[config.mk]
export PLATFORM = sky130hd
export DESIGN_NAME = time_of_day_counter_flat
export DESIGN_NICKNAME = d
export VERILOG_FILES = /design/src/design/tod_pkg.sv /design/src/design/tod_in_if.sv /design/src/design/tod_out_if.sv /design/src/design/tod_front.sv /design/src/design/tod_queue.sv /design/src/design/tod_back.sv /design/src/design/time_of_day_counter.sv /design/src/flat_wrapper.sv
export SDC_FILE = /design/constraint.sdc
export NUM_CORES = 1
export LEC_CHECK = 0
export ABC_CLOCK_PERIOD_IN_PS = 13390
export BUFFER_PORTS_ARGS = -buffer_cell sky130_fd_sc_hd__buf_4
export CAP_MARGIN = 0
export CORE_MARGIN = 4
export CORE_UTILIZATION = 40
export CTS_CLUSTER_DIAMETER = 200
export DETAILED_ROUTE_END_ITERATION = 6
export PLACE_DENSITY_LB_ADDON = 0.2
export SLEW_MARGIN = 10
export SYNTH_ARGS = -nofsm -noshare
export SYNTH_HDL_FRONTEND = slang
export SYNTH_SLANG_ARGS = --single-unit
export TNS_END_PERCENT = 100
[constraint.sdc]
create_clock -name clk -period 13.39 [get_ports clk]
set_clock_uncertainty 0.05 [all_clocks]
set_input_delay 0.6695 -clock clk [delete_from_list [all_inputs] [get_ports clk]]
set_output_delay 0.6695 -clock clk [all_outputs]
set_load 0.02 [all_outputs]
[src/design/tod_pkg.sv]
// ----------------------------------------------------------------------------
// tod_pkg
// Shared widths, command codes, queue word layout and divide-by-constant
// helpers for the time of day counter.
// ----------------------------------------------------------------------------
package tod_pkg;

  localparam int CMD_W    = 3;
  localparam int RAW_W    = 8;
  localparam int AMT_W    = 20;
  localparam int HOUR_W   = 5;
  localparam int MIN_W    = 6;
  localparam int SEC_W    = 6;

  localparam int MIN_LEN   = 60;
  localparam int DAY_HOURS = 24;
  localparam int LAST_MIN  = 59;
  localparam int LAST_HOUR = 23;

  // reciprocal of 60, exact floor for any 20-bit dividend
  localparam int RECIP60_SHIFT = 26;
  localparam logic [20:0] RECIP60 = 21'd1118482;
  // reciprocal of 24, exact floor for any 9-bit dividend
  localparam int RECIP24_SHIFT = 14;
  localparam logic [9:0] RECIP24 = 10'd683;

  localparam logic [CMD_W-1:0] CMD_SET  = 3'd0;
  localparam logic [CMD_W-1:0] CMD_FWD  = 3'd1;
  localparam logic [CMD_W-1:0] CMD_BACK = 3'd2;
  localparam logic [CMD_W-1:0] CMD_ADD  = 3'd3;
  localparam logic [CMD_W-1:0] CMD_SUB  = 3'd4;

  typedef logic [1:0] op_t;
  localparam op_t OP_HOLD = 2'd0;
  localparam op_t OP_LOAD = 2'd1;
  localparam op_t OP_ADD  = 2'd2;

  typedef struct packed {
    op_t               op;
    logic [HOUR_W-1:0] hour;
    logic [MIN_W-1:0]  minute;
    logic [SEC_W-1:0]  second;
  } tod_entry_t;

  typedef struct packed {
    logic       valid;
    tod_entry_t entry;
  } tod_word_t;

  function automatic logic [14:0] div60(input logic [AMT_W-1:0] x);
    logic [40:0] p;
    p = 41'(x) * 41'(RECIP60);
    return p[40:RECIP60_SHIFT];
  endfunction

  function automatic logic [4:0] div24(input logic [8:0] x);
    logic [18:0] p;
    p = 19'(x) * 19'(RECIP24);
    return p[18:RECIP24_SHIFT];
  endfunction

endpackage

[src/design/tod_in_if.sv]
// ----------------------------------------------------------------------------
// tod_in_if
// Command channel: valid/ready handshake carrying one command word.
// ----------------------------------------------------------------------------
interface tod_in_if;
  logic                       valid;
  logic                       ready;
  logic [tod_pkg::CMD_W-1:0]  cmd;
  logic [tod_pkg::RAW_W-1:0]  set_hour;
  logic [tod_pkg::RAW_W-1:0]  set_minute;
  logic [tod_pkg::RAW_W-1:0]  set_second;
  logic [tod_pkg::AMT_W-1:0]  amount;

  modport source (output valid, cmd, set_hour, set_minute, set_second, amount,
                  input ready);
  modport sink   (input valid, cmd, set_hour, set_minute, set_second, amount,
                  output ready);
endinterface

[src/design/tod_out_if.sv]
// ----------------------------------------------------------------------------
// tod_out_if
// Result channel: valid/ready handshake carrying the time after a command.
// ----------------------------------------------------------------------------
interface tod_out_if;
  logic                       valid;
  logic                       ready;
  logic [tod_pkg::HOUR_W-1:0] hour_now;
  logic [tod_pkg::MIN_W-1:0]  minute_now;
  logic [tod_pkg::SEC_W-1:0]  second_now;

  modport source (output valid, hour_now, minute_now, second_now, input ready);
  modport sink   (input valid, hour_now, minute_now, second_now, output ready);
endinterface

[src/design/tod_front.sv]
// ----------------------------------------------------------------------------
// tod_front
// Accepts commands and turns each into a queue word: an absolute time for
// set, or an hh:mm:ss offset for the stepping and add/subtract commands.
// Three register stages split the base-60/60/24 decomposition.
// ----------------------------------------------------------------------------
module tod_front (
  input  logic               clk,
  input  logic               rst_n,
  tod_in_if.sink             in_port,
  output tod_pkg::tod_word_t push,
  input  logic               q_full
);

  // stage a: raw command
  logic                          a_v_r;
  logic [tod_pkg::CMD_W-1:0]     a_cmd_r;
  logic [tod_pkg::RAW_W-1:0]     a_sh_r, a_sm_r, a_ss_r;
  logic [tod_pkg::AMT_W-1:0]     a_amt_r;
  // stage b: seconds split off
  logic                          b_v_r;
  logic [tod_pkg::CMD_W-1:0]     b_cmd_r;
  logic [tod_pkg::RAW_W-1:0]     b_sh_r, b_sm_r;
  logic [14:0]                   b_q_r;
  logic [tod_pkg::SEC_W-1:0]     b_s_r;
  // stage c: minutes split off
  logic                          c_v_r;
  logic [tod_pkg::CMD_W-1:0]     c_cmd_r;
  logic [tod_pkg::RAW_W-1:0]     c_sh_r;
  logic [8:0]                    c_q_r;
  logic [tod_pkg::MIN_W-1:0]     c_m_r;
  logic [tod_pkg::SEC_W-1:0]     c_s_r;

  logic a_ready, b_ready, c_ready;

  assign c_ready = !c_v_r || !q_full;
  assign b_ready = !b_v_r || c_ready;
  assign a_ready = !a_v_r || b_ready;
  assign in_port.ready = a_ready;

  // stage b arithmetic
  logic [tod_pkg::AMT_W-1:0] b_x;
  logic [14:0]               b_q_nxt;
  logic [20:0]               b_q60;
  logic [20:0]               b_rem;

  always_comb begin
    b_x     = (a_cmd_r == tod_pkg::CMD_SET) ? {12'd0, a_ss_r} : a_amt_r;
    b_q_nxt = tod_pkg::div60(b_x);
    b_q60   = {b_q_nxt, 6'd0} - {4'd0, b_q_nxt, 2'd0};
    b_rem   = {1'b0, b_x} - b_q60;
  end

  // stage c arithmetic
  logic [15:0] c_y;
  logic [14:0] c_qfull;
  logic [8:0]  c_q_nxt;
  logic [14:0] c_q60;
  logic [15:0] c_rem;

  always_comb begin
    c_y     = {1'b0, b_q_r} + ((b_cmd_r == tod_pkg::CMD_SET) ? {8'd0, b_sm_r} : 16'd0);
    c_qfull = tod_pkg::div60({4'd0, c_y});
    c_q_nxt = c_qfull[8:0];
    c_q60   = {c_q_nxt, 6'd0} - {4'd0, c_q_nxt, 2'd0};
    c_rem   = c_y - {1'b0, c_q60};
  end

  // stage d arithmetic, feeds the queue directly
  logic [8:0]                z;
  logic [4:0]                hq;
  logic [8:0]                hq24;
  logic [8:0]                hrem;
  logic [tod_pkg::HOUR_W-1:0] h;
  logic [tod_pkg::SEC_W-1:0]  ns;
  logic [6:0]                 mb;
  logic [tod_pkg::MIN_W-1:0]  nm;
  logic [5:0]                 hb;
  logic [tod_pkg::HOUR_W-1:0] nh;
  logic                       b1, b2;

  always_comb begin
    z    = c_q_r + ((c_cmd_r == tod_pkg::CMD_SET) ? {1'b0, c_sh_r} : 9'd0);
    hq   = tod_pkg::div24(z);
    hq24 = {hq, 4'd0} + {1'b0, hq, 3'd0};
    hrem = z - hq24;
    h    = hrem[tod_pkg::HOUR_W-1:0];
    // mixed-radix negate for subtract
    b1 = (c_s_r != '0);
    ns = b1 ? 6'(tod_pkg::MIN_LEN - 32'(c_s_r)) : '0;
    mb = {1'b0, c_m_r} + {6'd0, b1};
    b2 = (mb != '0);
    nm = (mb == 7'(tod_pkg::MIN_LEN) || !b2) ? '0 : 6'(7'(tod_pkg::MIN_LEN) - mb);
    hb = {1'b0, h} + {5'd0, b2};
    nh = (hb == 6'(tod_pkg::DAY_HOURS) || hb == '0) ? '0
                                                     : 5'(6'(tod_pkg::DAY_HOURS) - hb);
  end

  always_comb begin
    push.valid = c_v_r;
    unique case (c_cmd_r)
      tod_pkg::CMD_SET:  push.entry = '{tod_pkg::OP_LOAD, h, c_m_r, c_s_r};
      tod_pkg::CMD_FWD:  push.entry = '{tod_pkg::OP_ADD, '0, '0, 6'd1};
      tod_pkg::CMD_BACK: push.entry = '{tod_pkg::OP_ADD, 5'(tod_pkg::LAST_HOUR),
                                        6'(tod_pkg::LAST_MIN), 6'(tod_pkg::LAST_MIN)};
      tod_pkg::CMD_ADD:  push.entry = '{tod_pkg::OP_ADD, h, c_m_r, c_s_r};
      tod_pkg::CMD_SUB:  push.entry = '{tod_pkg::OP_ADD, nh, nm, ns};
      default:           push.entry = '{tod_pkg::OP_HOLD, '0, '0, '0};
    endcase
  end

  always_ff @(posedge clk) begin
    if (!rst_n) begin
      a_v_r <= 1'b0;
      b_v_r <= 1'b0;
      c_v_r <= 1'b0;
    end else begin
      if (a_ready) a_v_r <= in_port.valid;
      if (b_ready) b_v_r <= a_v_r;
      if (c_ready) c_v_r <= b_v_r;
    end
  end

  always_ff @(posedge clk) begin
    if (a_ready) begin
      a_cmd_r <= in_port.cmd;
      a_sh_r  <= in_port.set_hour;
      a_sm_r  <= in_port.set_minute;
      a_ss_r  <= in_port.set_second;
      a_amt_r <= in_port.amount;
    end
    if (b_ready) begin
      b_cmd_r <= a_cmd_r;
      b_sh_r  <= a_sh_r;
      b_sm_r  <= a_sm_r;
      b_q_r   <= b_q_nxt;
      b_s_r   <= b_rem[tod_pkg::SEC_W-1:0];
    end
    if (c_ready) begin
      c_cmd_r <= b_cmd_r;
      c_sh_r  <= b_sh_r;
      c_q_r   <= c_q_nxt;
      c_m_r   <= c_rem[tod_pkg::MIN_W-1:0];
      c_s_r   <= b_s_r;
    end
  end

endmodule

[src/design/tod_queue.sv]
// ----------------------------------------------------------------------------
// tod_queue
// Two-entry queue of decoded words between the front and back parts.
// ----------------------------------------------------------------------------
module tod_queue (
  input  logic               clk,
  input  logic               rst_n,
  input  tod_pkg::tod_word_t push,
  output logic               full,
  output tod_pkg::tod_word_t head,
  input  logic               pop
);

  tod_pkg::tod_entry_t mem_r [2];
  logic                wr_ptr_r, rd_ptr_r;
  logic [1:0]          count_r;
  logic                do_push;

  assign full       = (count_r == 2'd2);
  assign do_push    = push.valid && !full;
  assign head.valid = (count_r != 2'd0);
  assign head.entry = mem_r[rd_ptr_r];

  always_ff @(posedge clk) begin
    if (!rst_n) begin
      wr_ptr_r <= 1'b0;
      rd_ptr_r <= 1'b0;
      count_r  <= 2'd0;
    end else begin
      if (do_push) wr_ptr_r <= !wr_ptr_r;
      if (pop)     rd_ptr_r <= !rd_ptr_r;
      count_r <= count_r + {1'b0, do_push} - {1'b0, pop};
    end
  end

  always_ff @(posedge clk) begin
    if (do_push) mem_r[wr_ptr_r] <= push.entry;
  end

  a_count_bound: assert property (@(posedge clk) disable iff (!rst_n)
    count_r != 2'd3) else $error("queue count out of range");
  a_pop_nonempty: assert property (@(posedge clk) disable iff (!rst_n)
    pop |-> count_r != 2'd0) else $error("pop from empty queue");
  a_push_count: assert property (@(posedge clk) disable iff (!rst_n)
    do_push && !pop |=> count_r == $past(count_r) + 2'd1)
    else $error("queue count missed a push");

endmodule

[src/design/tod_back.sv]
// ----------------------------------------------------------------------------
// tod_back
// Holds the time of day in its result registers; unless the receiver stalls,
// applies one queue word per cycle: load, add hh:mm:ss with carries, or hold.
// ----------------------------------------------------------------------------
module tod_back (
  input  logic               clk,
  input  logic               rst_n,
  input  tod_pkg::tod_word_t head,
  output logic               pop,
  tod_out_if.source          out_port
);

  logic [tod_pkg::HOUR_W-1:0] hour_r, hour_nxt;
  logic [tod_pkg::MIN_W-1:0]  minute_r, minute_nxt;
  logic [tod_pkg::SEC_W-1:0]  second_r, second_nxt;
  logic                       out_valid_r;

  logic [6:0] s_sum, m_sum;
  logic [5:0] h_sum;
  logic       c1, c2;

  assign pop = head.valid && (!out_valid_r || out_port.ready);

  always_comb begin
    s_sum = {1'b0, second_r} + {1'b0, head.entry.second};
    c1    = (s_sum >= 7'(tod_pkg::MIN_LEN));
    m_sum = {1'b0, minute_r} + {1'b0, head.entry.minute} + {6'd0, c1};
    c2    = (m_sum >= 7'(tod_pkg::MIN_LEN));
    h_sum = {1'b0, hour_r} + {1'b0, head.entry.hour} + {5'd0, c2};
    unique case (head.entry.op)
      tod_pkg::OP_LOAD: begin
        hour_nxt   = head.entry.hour;
        minute_nxt = head.entry.minute;
        second_nxt = head.entry.second;
      end
      tod_pkg::OP_ADD: begin
        second_nxt = c1 ? 6'(s_sum - 7'(tod_pkg::MIN_LEN)) : s_sum[5:0];
        minute_nxt = c2 ? 6'(m_sum - 7'(tod_pkg::MIN_LEN)) : m_sum[5:0];
        hour_nxt   = (h_sum >= 6'(tod_pkg::DAY_HOURS))
                     ? 5'(h_sum - 6'(tod_pkg::DAY_HOURS)) : h_sum[4:0];
      end
      default: begin
        hour_nxt   = hour_r;
        minute_nxt = minute_r;
        second_nxt = second_r;
      end
    endcase
  end

  always_ff @(posedge clk) begin
    if (!rst_n) begin
      hour_r      <= '0;
      minute_r    <= '0;
      second_r    <= '0;
      out_valid_r <= 1'b0;
    end else begin
      if (pop) begin
        hour_r   <= hour_nxt;
        minute_r <= minute_nxt;
        second_r <= second_nxt;
      end
      if (pop) out_valid_r <= 1'b1;
      else if (out_port.ready) out_valid_r <= 1'b0;
    end
  end

  assign out_port.valid      = out_valid_r;
  assign out_port.hour_now   = hour_r;
  assign out_port.minute_now = minute_r;
  assign out_port.second_now = second_r;

  a_time_range: assert property (@(posedge clk) disable iff (!rst_n)
    hour_r < 5'(tod_pkg::DAY_HOURS) && minute_r < 6'(tod_pkg::MIN_LEN)
      && second_r < 6'(tod_pkg::MIN_LEN)) else $error("time out of range");
  a_load_value: assert property (@(posedge clk) disable iff (!rst_n)
    pop && head.entry.op == tod_pkg::OP_LOAD |=> hour_r == $past(head.entry.hour)
      && minute_r == $past(head.entry.minute)) else $error("load not applied");
  a_hold_keeps: assert property (@(posedge clk) disable iff (!rst_n)
    !pop |=> $stable(hour_r) && $stable(minute_r) && $stable(second_r))
    else $error("time changed without a queue word");

endmodule

[src/design/time_of_day_counter.sv]
// ----------------------------------------------------------------------------
// time_of_day_counter
// 24-hour time of day counter driven by a command stream.
// in_port carries one command word (set, step forward, step back, add or
// subtract seconds); out_port returns the hh:mm:ss time after each command,
// one result word per command, in order.
// Each accepted command passes through three front stages, which split raw
// values and amounts into hours, minutes and seconds with reciprocal
// multiplies, then through the queue; the back part then applies the word to
// the time registers with a combinational carry add. One command is
// accepted per cycle while the receiver is ready.
// A two-word queue parts the front from the back; when the receiver stalls
// the back waits on its output register, the queue fills and in_port.ready
// falls once the front stages are full. Reset clears the time to 00:00:00
// and empties every stage.
// ----------------------------------------------------------------------------
module time_of_day_counter (
  input  logic      clk,
  input  logic      rst_n,
  tod_in_if.sink    in_port,
  tod_out_if.source out_port
);

  tod_pkg::tod_word_t push;
  tod_pkg::tod_word_t head;
  logic               q_full;
  logic               pop;

  tod_front u_front (
    .clk     (clk),
    .rst_n   (rst_n),
    .in_port (in_port),
    .push    (push),
    .q_full  (q_full)
  );

  tod_queue u_queue (
    .clk   (clk),
    .rst_n (rst_n),
    .push  (push),
    .full  (q_full),
    .head  (head),
    .pop   (pop)
  );

  tod_back u_back (
    .clk      (clk),
    .rst_n    (rst_n),
    .head     (head),
    .pop      (pop),
    .out_port (out_port)
  );

endmodule

[src/flat_wrapper.sv]
// flat-port wrapper written by rule: the top's interface ports become plain ports
module time_of_day_counter_flat 
  (clk, rst_n, in_port_valid, in_port_cmd, in_port_set_hour, in_port_set_minute, in_port_set_second, in_port_amount, in_port_ready, out_port_valid, out_port_hour_now, out_port_minute_now, out_port_second_now, out_port_ready);
  tod_in_if in_port_i ();
  tod_out_if out_port_i ();
  input  logic clk;
  input  logic rst_n;
  input wire logic [$bits(in_port_i.valid)-1:0] in_port_valid;
  input wire logic [$bits(in_port_i.cmd)-1:0] in_port_cmd;
  input wire logic [$bits(in_port_i.set_hour)-1:0] in_port_set_hour;
  input wire logic [$bits(in_port_i.set_minute)-1:0] in_port_set_minute;
  input wire logic [$bits(in_port_i.set_second)-1:0] in_port_set_second;
  input wire logic [$bits(in_port_i.amount)-1:0] in_port_amount;
  output wire logic [$bits(in_port_i.ready)-1:0] in_port_ready;
  output wire logic [$bits(out_port_i.valid)-1:0] out_port_valid;
  output wire logic [$bits(out_port_i.hour_now)-1:0] out_port_hour_now;
  output wire logic [$bits(out_port_i.minute_now)-1:0] out_port_minute_now;
  output wire logic [$bits(out_port_i.second_now)-1:0] out_port_second_now;
  input wire logic [$bits(out_port_i.ready)-1:0] out_port_ready;
  assign in_port_i.valid = in_port_valid;
  assign in_port_i.cmd = in_port_cmd;
  assign in_port_i.set_hour = in_port_set_hour;
  assign in_port_i.set_minute = in_port_set_minute;
  assign in_port_i.set_second = in_port_set_second;
  assign in_port_i.amount = in_port_amount;
  assign in_port_ready = in_port_i.ready;
  assign out_port_valid = out_port_i.valid;
  assign out_port_hour_now = out_port_i.hour_now;
  assign out_port_minute_now = out_port_i.minute_now;
  assign out_port_second_now = out_port_i.second_now;
  assign out_port_i.ready = out_port_ready;
  time_of_day_counter u_core (.clk(clk), .rst_n(rst_n), .in_port(in_port_i), .out_port(out_port_i));
endmodule
== Yosys cells after proc, flatten, opt, wreduce, memory -nomap -nowiden ==
Memory sizes are Yosys's and may differ from the RTL's. A register that Yosys moved wholly into a read port is not among the register bits.
Index checks and enable logic that the tools add are counted.

* Flip-flop bits (word level): 144
* Memory bits (writable): 38
* Input bits: 51
* Memories kept: 1
* Logic and storage cells: 109

{| class="wikitable"
|+ Memory list
! memory !! words !! bits a word !! rd ports !! clocked after memory_dff !! write ports !! RTL line !! RTL
|-
| u_core.u_queue.mem_r || 2 || 19 || 1 || 1 || 1 || tod_queue.sv:14 || <nowiki>tod_pkg::tod_entry_t mem_r [2];</nowiki>
|}

* Equal/unequal tests: 9
* Reductions and logical operators: 26
* $add $sub $neg: 23
* Multiply operators: 3
* Magnitude comparators: 3
* Multiplexer cells: 19

{| class="wikitable"
|+ Operators with widths
! cell !! count
|-
| one-hot mux 19 bit (5 select lines) || 1
|-
| multiplier 20 x 20 -> 40 bit, second input constant || 1
|-
| multiplier 16 x 20 -> 34 bit, second input constant || 1
|-
| two-way mux 6 bit || 4
|-
| one-hot mux 6 bit (2 select lines) || 2
|-
| two-way mux 20 bit || 1
|-
| adder 15 x 8 -> 16 bit || 1
|-
| multiplier 9 x 10 -> 16 bit, second input constant || 1
|-
| two-way mux 8 bit || 2
|-
| adder 6 x 6 -> 7 bit || 2
|-
| >= comparator 7 x 6 -> 1 bit, second input constant || 2
|-
| subtractor 1 x 6 -> 6 bit, first input constant || 2
|-
| subtractor 6 bit || 2
|-
| subtractor 6 bit, first input constant || 2
|-
| subtractor 6 bit, second input constant || 2
|-
| two-way mux 5 bit || 2
|-
| one-hot mux 5 bit (2 select lines) || 1
|-
| adder 9 x 8 -> 9 bit || 1
|-
| logical NOT 3 bit || 3
|-
| logical NOT 1 bit || 8
|-
| adder 6 x 1 -> 7 bit || 1
|-
| adder 7 x 1 -> 7 bit || 1
|-
| equality test 7 x 6 -> 1 bit, second input constant || 1
|-
| nonzero test 7 bit || 1
|-
| 23 further kinds || 38
|}

== Depth between registers and ports, before layout ==
Gate-level depths: netlist of run 1.

* Depth in word-level cells: 11
* Mapped depth: 36

== Cells and area by module ==
Synthesis of run 1 repeated with hierarchy kept, for this count alone.

* Cell total of the unflattened synthesis: 1,551
* Area, all modules: 16,463.3 µm²

{| class="wikitable"
|+ By module, submodules not included
! module !! cells an instance !! instances !! sequential area each (µm²) !! area an instance (µm²)
|-
| tod_front || 1,245 || 1 || 3,633.5 || 12,996.2
|-
| tod_back || 222 || 1 || 360.3 || 1,816.7
|-
| tod_queue || 84 || 1 || 1,241.2 || 1,650.3
|}

== Worst setup path after synthesis of run 1 ==
Ideal clock, no wire load.

* Path kind: reg2reg
* Start: register u_core.u_front.b_cmd_r[1] (netlist name)
* End: register u_core.u_front.c_m_r[5] (netlist name) (data pin)
* Buffers on the path: 0
* Stages on the path, launching flop included: 34
* Path slack: 5,688 ps
* Arrival: 7,390 ps
* Cell sequence: edfxtp_1 nor3_1 and2_1 ha_1 a21o_1 a21oi_1 o21bai_1 a21oi_1 nor2b_1 o21a_1 o21a_1 o21ai_0 nor2_1 xor2_1 ha_1 fa_1 fa_1 inv_1 fa_1 inv_1 ha_1 ha_1 and4_1 and4_1 and2_1 o311ai_0 o221ai_1 nor2_1 xnor2_1 ha_1 a21o_1 a21oi_1 xor2_1 xnor2_1

* Cells in the longest elaborated chain, start to end: 6

{| class="wikitable"
|+ RTL lines
! what !! RTL line !! RTL
|-
| from (decl) || tod_front.sv:22 || <nowiki>logic [tod_pkg::CMD_W-1:0] b_cmd_r;</nowiki>
|-
| from (signal assigned) || tod_front.sv:133 || <nowiki>b_cmd_r <= a_cmd_r;</nowiki>
|-
| logical NOT 3 bit || tod_front.sv:62 || <nowiki>c_y = {1'b0, b_q_r} + ((b_cmd_r == tod_pkg::CMD_SET) ? {8'd0, b_sm_r} : 16'd0);</nowiki>
|-
| two-way mux 8 bit || tod_front.sv:62 ||
|-
| adder 15 x 8 -> 16 bit || tod_front.sv:62 ||
|-
| multiplier 16 x 20 -> 34 bit || tod_pkg.sv:52 || <nowiki>p = 41'(x) * 41'(RECIP60);</nowiki>
|-
| named net u_core.u_front.c_q_nxt[1] || tod_front.sv:57 || <nowiki>logic [8:0] c_q_nxt;</nowiki>
|-
| subtractor 1 x 6 -> 6 bit || tod_front.sv:65 || <nowiki>c_q60 = {c_q_nxt, 6'd0} - {4'd0, c_q_nxt, 2'd0};</nowiki>
|-
| subtractor 6 bit || tod_front.sv:66 || <nowiki>c_rem = c_y - {1'b0, c_q60};</nowiki>
|-
| named net u_core.u_front.c_rem[5] || tod_front.sv:59 || <nowiki>logic [15:0] c_rem;</nowiki>
|-
| to (signal assigned) || tod_front.sv:143 || <nowiki>c_m_r <= c_rem[tod_pkg::MIN_W-1:0];</nowiki>
|-
| to (decl) || tod_front.sv:31 || <nowiki>logic [tod_pkg::MIN_W-1:0] c_m_r;</nowiki>
|}

The timed path passes the listed nets, and every way through them passes these cells.
A chain may end at the register's enable or synchronous reset.

== Worst setup path after layout of run 1 ==
Same ends and word-level chain as after synthesis.

==> results of run 1 <==
[worst paths after layout]
path	start	to	slack [ps]	cells after the start
setup / recovery	u_core.u_front.b_cmd_r[1]$_DFFE_PP_	u_core.u_front.c_m_r[5]$_DFFE_PP_	4840	33
hold / removal	in_port_set_second[5]	u_core.u_front.a_ss_r[5]$_DFFE_PP_	350	1
setup reg to reg	u_core.u_front.b_cmd_r[1]$_DFFE_PP_	u_core.u_front.c_m_r[5]$_DFFE_PP_	4840	33
hold reg to reg	u_core.u_front.b_sh_r[1]$_DFFE_PP_	u_core.u_front.c_sh_r[1]$_DFFE_PP_	370	0
[Yosys cell counts, types with 4 or more instances]
library cell,n,area (um2)
nand2b_1,8,50.1
clkbuf_1,19,71.3
o21ai_0,39,195
o311ai_0,4,35.0
nand4_1,14,87.6
or3_1,7,43.8
a31oi_1,11,68.8
o21bai_1,14,105
a21oi_1,67,335
xnor2_1,61,534
nor2_1,60,225
o22ai_1,10,62.6
mux2_2,19,214
and3_1,5,31.3
o21a_1,10,75.1
a21boi_0,6,45.0
dfxtp_1,26,521
and2_1,30,188
nor2b_1,16,100
fa_1,93,1860
nand2_1,92,345
nand3_1,28,140
o211ai_1,8,60.1
inv_1,258,968
edfxtp_1,157,4710
ha_1,313,3920
nor3_1,11,55.1
xor2_1,26,228
a21o_1,38,285
mux2i_1,10,100
[sequential cells by signal (all words and copies together), names as in the netlist, 6 cells and up, named ones only]
| register | cells |
|---|---|
| u_core.u_queue.mem_r | 38 |
| u_core.u_front.a_amt_r | 20 |
| u_core.u_front.b_q_r | 15 |
| u_core.u_front.c_q_r | 9 |
| u_core.u_front.a_sh_r | 8 |
| u_core.u_front.a_sm_r | 8 |
| u_core.u_front.a_ss_r | 8 |
| u_core.u_front.b_sh_r | 8 |
| u_core.u_front.b_sm_r | 8 |
| u_core.u_front.c_sh_r | 8 |
| u_core.u_back.out_port.minute_now | 6 |
| u_core.u_back.out_port.second_now | 6 |
| u_core.u_front.b_s_r | 6 |
| u_core.u_front.c_m_r | 6 |
| u_core.u_front.c_s_r | 6 |
[critical path, delay by kind of cell (launching register included)]
kind	cells	cell delay, ps
AND/OR/NAND/NOR	8	1850
XOR/XNOR	4	750
flip-flops	1	390
adder cells (fa/ha/maj)	8	3040
AO/OA/AOI/OAI	11	2080
buffers and inverters	2	110
[through the flow]
stage	cells	worst slack, ps	utilization [%]
after floorplan	1510	5690	-
final	2117	4840	44.7
after CTS	2117	4750	44.7
after global placement	2085	5030	43.4
after detailed placement	2085	4790	43.4
after global routing	2117	4140	44.7
[kinds of logic (layout without fill, tap and decap cells)]
| kind of cell | count (synthesis) | count (layout) | share of synthesized area (%) |
|---|---|---|---|
| muxes | 29 | 29 | 1.95 |
| DFF | 183 | 183 | 32.5 |
| buffers and inverters | 280 | 362 | 6.53 |
| AOI/OAI and AO/OA | 235 | 235 | 9.49 |
| adders and majority gates | 409 | 409 | 36.1 |
| and+or+nand+nor | 287 | 287 | 8.67 |
| xor gates and xnor gates | 87 | 87 | 4.74 |
[metal layers]
metal  share of wire, %  global-route usage, %  wire length, um
met5                  0                      0                0
met4               0.93                   3.04              295
met3                2.3                   2.27              738
met2                 50                   26.3            15800
met1                 47                   20.4            15000
[area by class of cell]
| class | count | area (um2) | share of cell area [%] |
|---|---|---|---|
| multi-input combinational | 1047 | 9820 | 55.3 |
| sequential | 183 | 5240 | 29.5 |
| inverter | 258 | 968 | 5.46 |
| tap | 525 | 657 | 3.70 |
| timing repair buffer | 72 | 541 | 3.04 |
| clock buffer | 23 | 458 | 2.58 |
| clock inverter | 9 | 70.1 | 0.395 |
==> results.yml, run 1 <==
status:
  status: "finished clean"
clocking:
  root_buffer: "clkbuf_16"
  cts.sinks: 183
  cts_tree: "done"
  ctsResizeCount: 0
  cts_max_level: 4
  clockBufferDepth: 2
  clkTransAtPathRegs_ps: 70
  clk_latency_ps: 440
  ctsHoldBuffers: 0
  numCtsBuffers: 17
  post_cts_buffers: 0
routing:
  avgViaCountPerCell: 4.93
  detail-route-antenna-nets: 0
  wl_per_cell_um: 15.1
  routed_wl_mm: 31.9
  drc: 0
  vias: 10442
  firstDrtPassIters: 5
  drt_iter0_drc: 518
place:
  portBuffers: 69
  hpwl_mm: 26.0
  place_area_um2: 17200
  place_congestion: 0.856
sta:
  setup_viol: 0
  rsz0062_at_grt: "false"
  finalSetupTns_ps: 0
  fmaxAchievable_mhz: 117
  hold_violations: 0
  period_share_pct: 63.8
  whs_ps: 345
  drv_slew: 0
  max-slew-margin-rel_pct: 19.2
  worst-slew-pin-transition_ps: 1210
  finalCriticalPeriod_ps: 8550
yosys:
  synth_fp_nets: 1967
  synth_area_um2: 16100
  synth_edf_count: 157
  synth_cell_types: 61
  synth-main-ff-cell: "edfxtp_1"
  netlist_instances: 1510
  ys_seq_area_share_pct: 32.5
  synthArstFlopShare_pct: 0
  ys_seq_elements: 183
  synth.avg_cell_area_um2: 10.7
  ys_warn_count: 0
die:
  die_w_um: 209
  start_util_pct: 40.5
  rows: 73
  core_um2: 39700
  die_area_um2: 43500
  ios: 70
  die_h_um: 209
setup_path:
  critPathSlowestCell: "nor3_1"
  crit_arrival_ps: 8680
  critical_path_class: "reg -> reg"
  endpoint_kind: "flop"
  crit_fanout: 8
  crit_path_max_incr_delay_ps: 580
  crit_top_cell: "ha_1"
  required_ps: 13520
  start_kind: "flop"
cells_and_area:
  fin_nets: 2036
  final_common_cell: "ha_1"
  finish.instance_area_um2: 17800
  drive_above_1_share_pct: 8.29
  antenna_cells: 0
  layout_common_cells: "313 x ha_1, 257 x inv_1, 157 x edfxtp_1, 93 x fa_1, 91 x nand2_1"
  n_fill_cell: 3787
  syn_to_final_growth_pct: 10.3
global_routing:
  grt_usage_pct: 15.2
  grt_pass1_vias: 10701
  antenna_found_initial: 0
  grt_max_degree: 50
  grt_first_pass_wirelength_mm: 53.8
  overflow: 0
job:
  maxCapViolations: 0
hold_path:
  holdCritPathClass: "in -> reg"
Power of run 1 is left out: the tool's default activity adds up to more than one toggle a clock period on the data nets, which glitch-free logic cannot reach.
==> inputs of run 2 (changes only) <==
ABC_CLOCK_PERIOD_IN_PS = 8400   (was 13390)
clock period = 8.4 ns   (was 13.39 ns; I/O delays follow)
==> results.yml, run 2 (synthesized netlist as in run 1, its figures left out) <==
routing:
  drc: 0
  firstDrtPassIters: 4
  avgViaCountPerCell: 4.99
  detail-route-antenna-nets: 0
  drt_iter0_drc: 418
  wl_per_cell_um: 15.3
  routed_wl_mm: 32.4
  vias: 10604
setup_path:
  crit_arrival_ps: 7970
  start_kind: "flop"
  crit_top_cell: "ha_1"
  crit_path_max_incr_delay_ps: 580
  critical_path_class: "reg -> reg"
  crit_start: "u_core.u_front.b_cmd_r[2]$_DFFE_PP_"
  required_ps: 8530
  crit_fanout: 7
  endpoint_kind: "flop"
  crit-reg2reg-launch: "u_core.u_front.b_cmd_r[2]$_DFFE_PP_"
  critPathSlowestCell: "fa_1"
cells_and_area:
  regMostFlops: "u_core.u_queue.mem_r"
  fin_nets: 2046
  top_regs: "u_core.u_queue.mem_r x38, u_core.u_front.a_amt_r x20, u_core.u_front.b_q_r x15"
  largest_reg_flops: 38
  final_core_utilization_pct: 45.1
  final_common_cell: "ha_1"
  layout_common_cells: "313 x ha_1, 258 x inv_1, 157 x edfxtp_1, 93 x fa_1, 91 x nand2_1"
  fin_cells: 2127
  drive_above_1_share_pct: 9.61
  antenna_cells: 0
  syn_to_final_growth_pct: 11.5
  multi_input_area_um2: 9860
  regArea_um2: 5240
  n_fill_cell: 3734
sta:
  finalSetupTns_ps: 0
  period_share_pct: 93.2
  setup_viol: 0
  finalCriticalPeriod_ps: 7830
  drv_slew: 0
  rsz0062_at_grt: "false"
  max-slew-margin-rel_pct: 20.8
  fmaxAchievable_mhz: 128
  hold_violations: 0
  worst-slew-pin-transition_ps: 1190
clocking:
  cts_tree: "done"
  root_buffer: "clkbuf_16"
  clkTransAtPathRegs_ps: 90
  ctsHoldBuffers: 0
  clk_latency_ps: 450
  post_cts_buffers: 0
  numCtsBuffers: 17
  cts_max_level: 4
  cts.sinks: 183
  clockBufferDepth: 2
  ctsResizeCount: 0
die:
  die_w_um: 209
  start_util_pct: 40.5
  ios: 70
  core_um2: 39700
  rows: 73
  die_area_um2: 43500
  die_h_um: 209
global_routing:
  grt_pass1_vias: 10879
  grt_usage_pct: 15.3
  antenna_found_initial: 0
  overflow: 0
  grt_max_degree: 41
  grt_first_pass_wirelength_mm: 54.2
place:
  place_congestion: 0.900
  place_inst: 2095
  portBuffers: 69
  hpwl_mm: 26.4
hold_path:
  holdCritPathClass: "in -> reg"
  hp-start: "in_port_set_second[5]"
status:
  status: "finished clean"
job:
  maxCapViolations: 0
## run 2: critical path: cells and delay by family, from the launching register on
kind	cells	cell delay, ps
buf+inv	3	280
compound gates	7	1260
simple gates	10	1760
xor+xnor	4	580
flops	1	370
fa+ha+maj	9	3320
## run 2: layer usage
metal / GRT usage [%] / wire (um)
met5: 0 / 0
met4: 3.44 / 431
met3: 2.37 / 824
met2: 26.5 / 16100
met1: 20.3 / 15100
## run 2: final cells by class
| type | instances | area share [%] |
|---|---|---|
| Tap cell | 525 | 3.66 |
| Clock buffer | 17 | 2.37 |
| Sequential cell | 183 | 29.2 |
| Timing Repair Buffer | 82 | 3.43 |
| Inverter | 258 | 5.40 |
| Clock inverter | 15 | 0.991 |
| Multi-Input combinational cell | 1047 | 55.0 |
## run 2: final timing paths
check | slack (ps) | depth (start not counted) | to
hold / removal | 90 | 1 | u_core.u_front.a_ss_r[5]$_DFFE_PP_
hold reg to reg | 370 | 0 | u_core.u_front.b_sh_r[1]$_DFFE_PP_
setup / recovery | 570 | 33 | u_core.u_front.c_m_r[5]$_DFFE_PP_
setup reg to reg | 570 | 33 | u_core.u_front.c_m_r[5]$_DFFE_PP_
## run 2: stage by stage
step                cell area [um2]  setup WS, ps  hold WS, ps
floorplan                     16100           698          350
global placement              17300           563          352
detailed placement            17300           389          356
CTS                           17900           362         59.2
global route                  17900          46.7         56.7
finish                        17900           567         87.7
Power of run 2 is left out for the same reason.
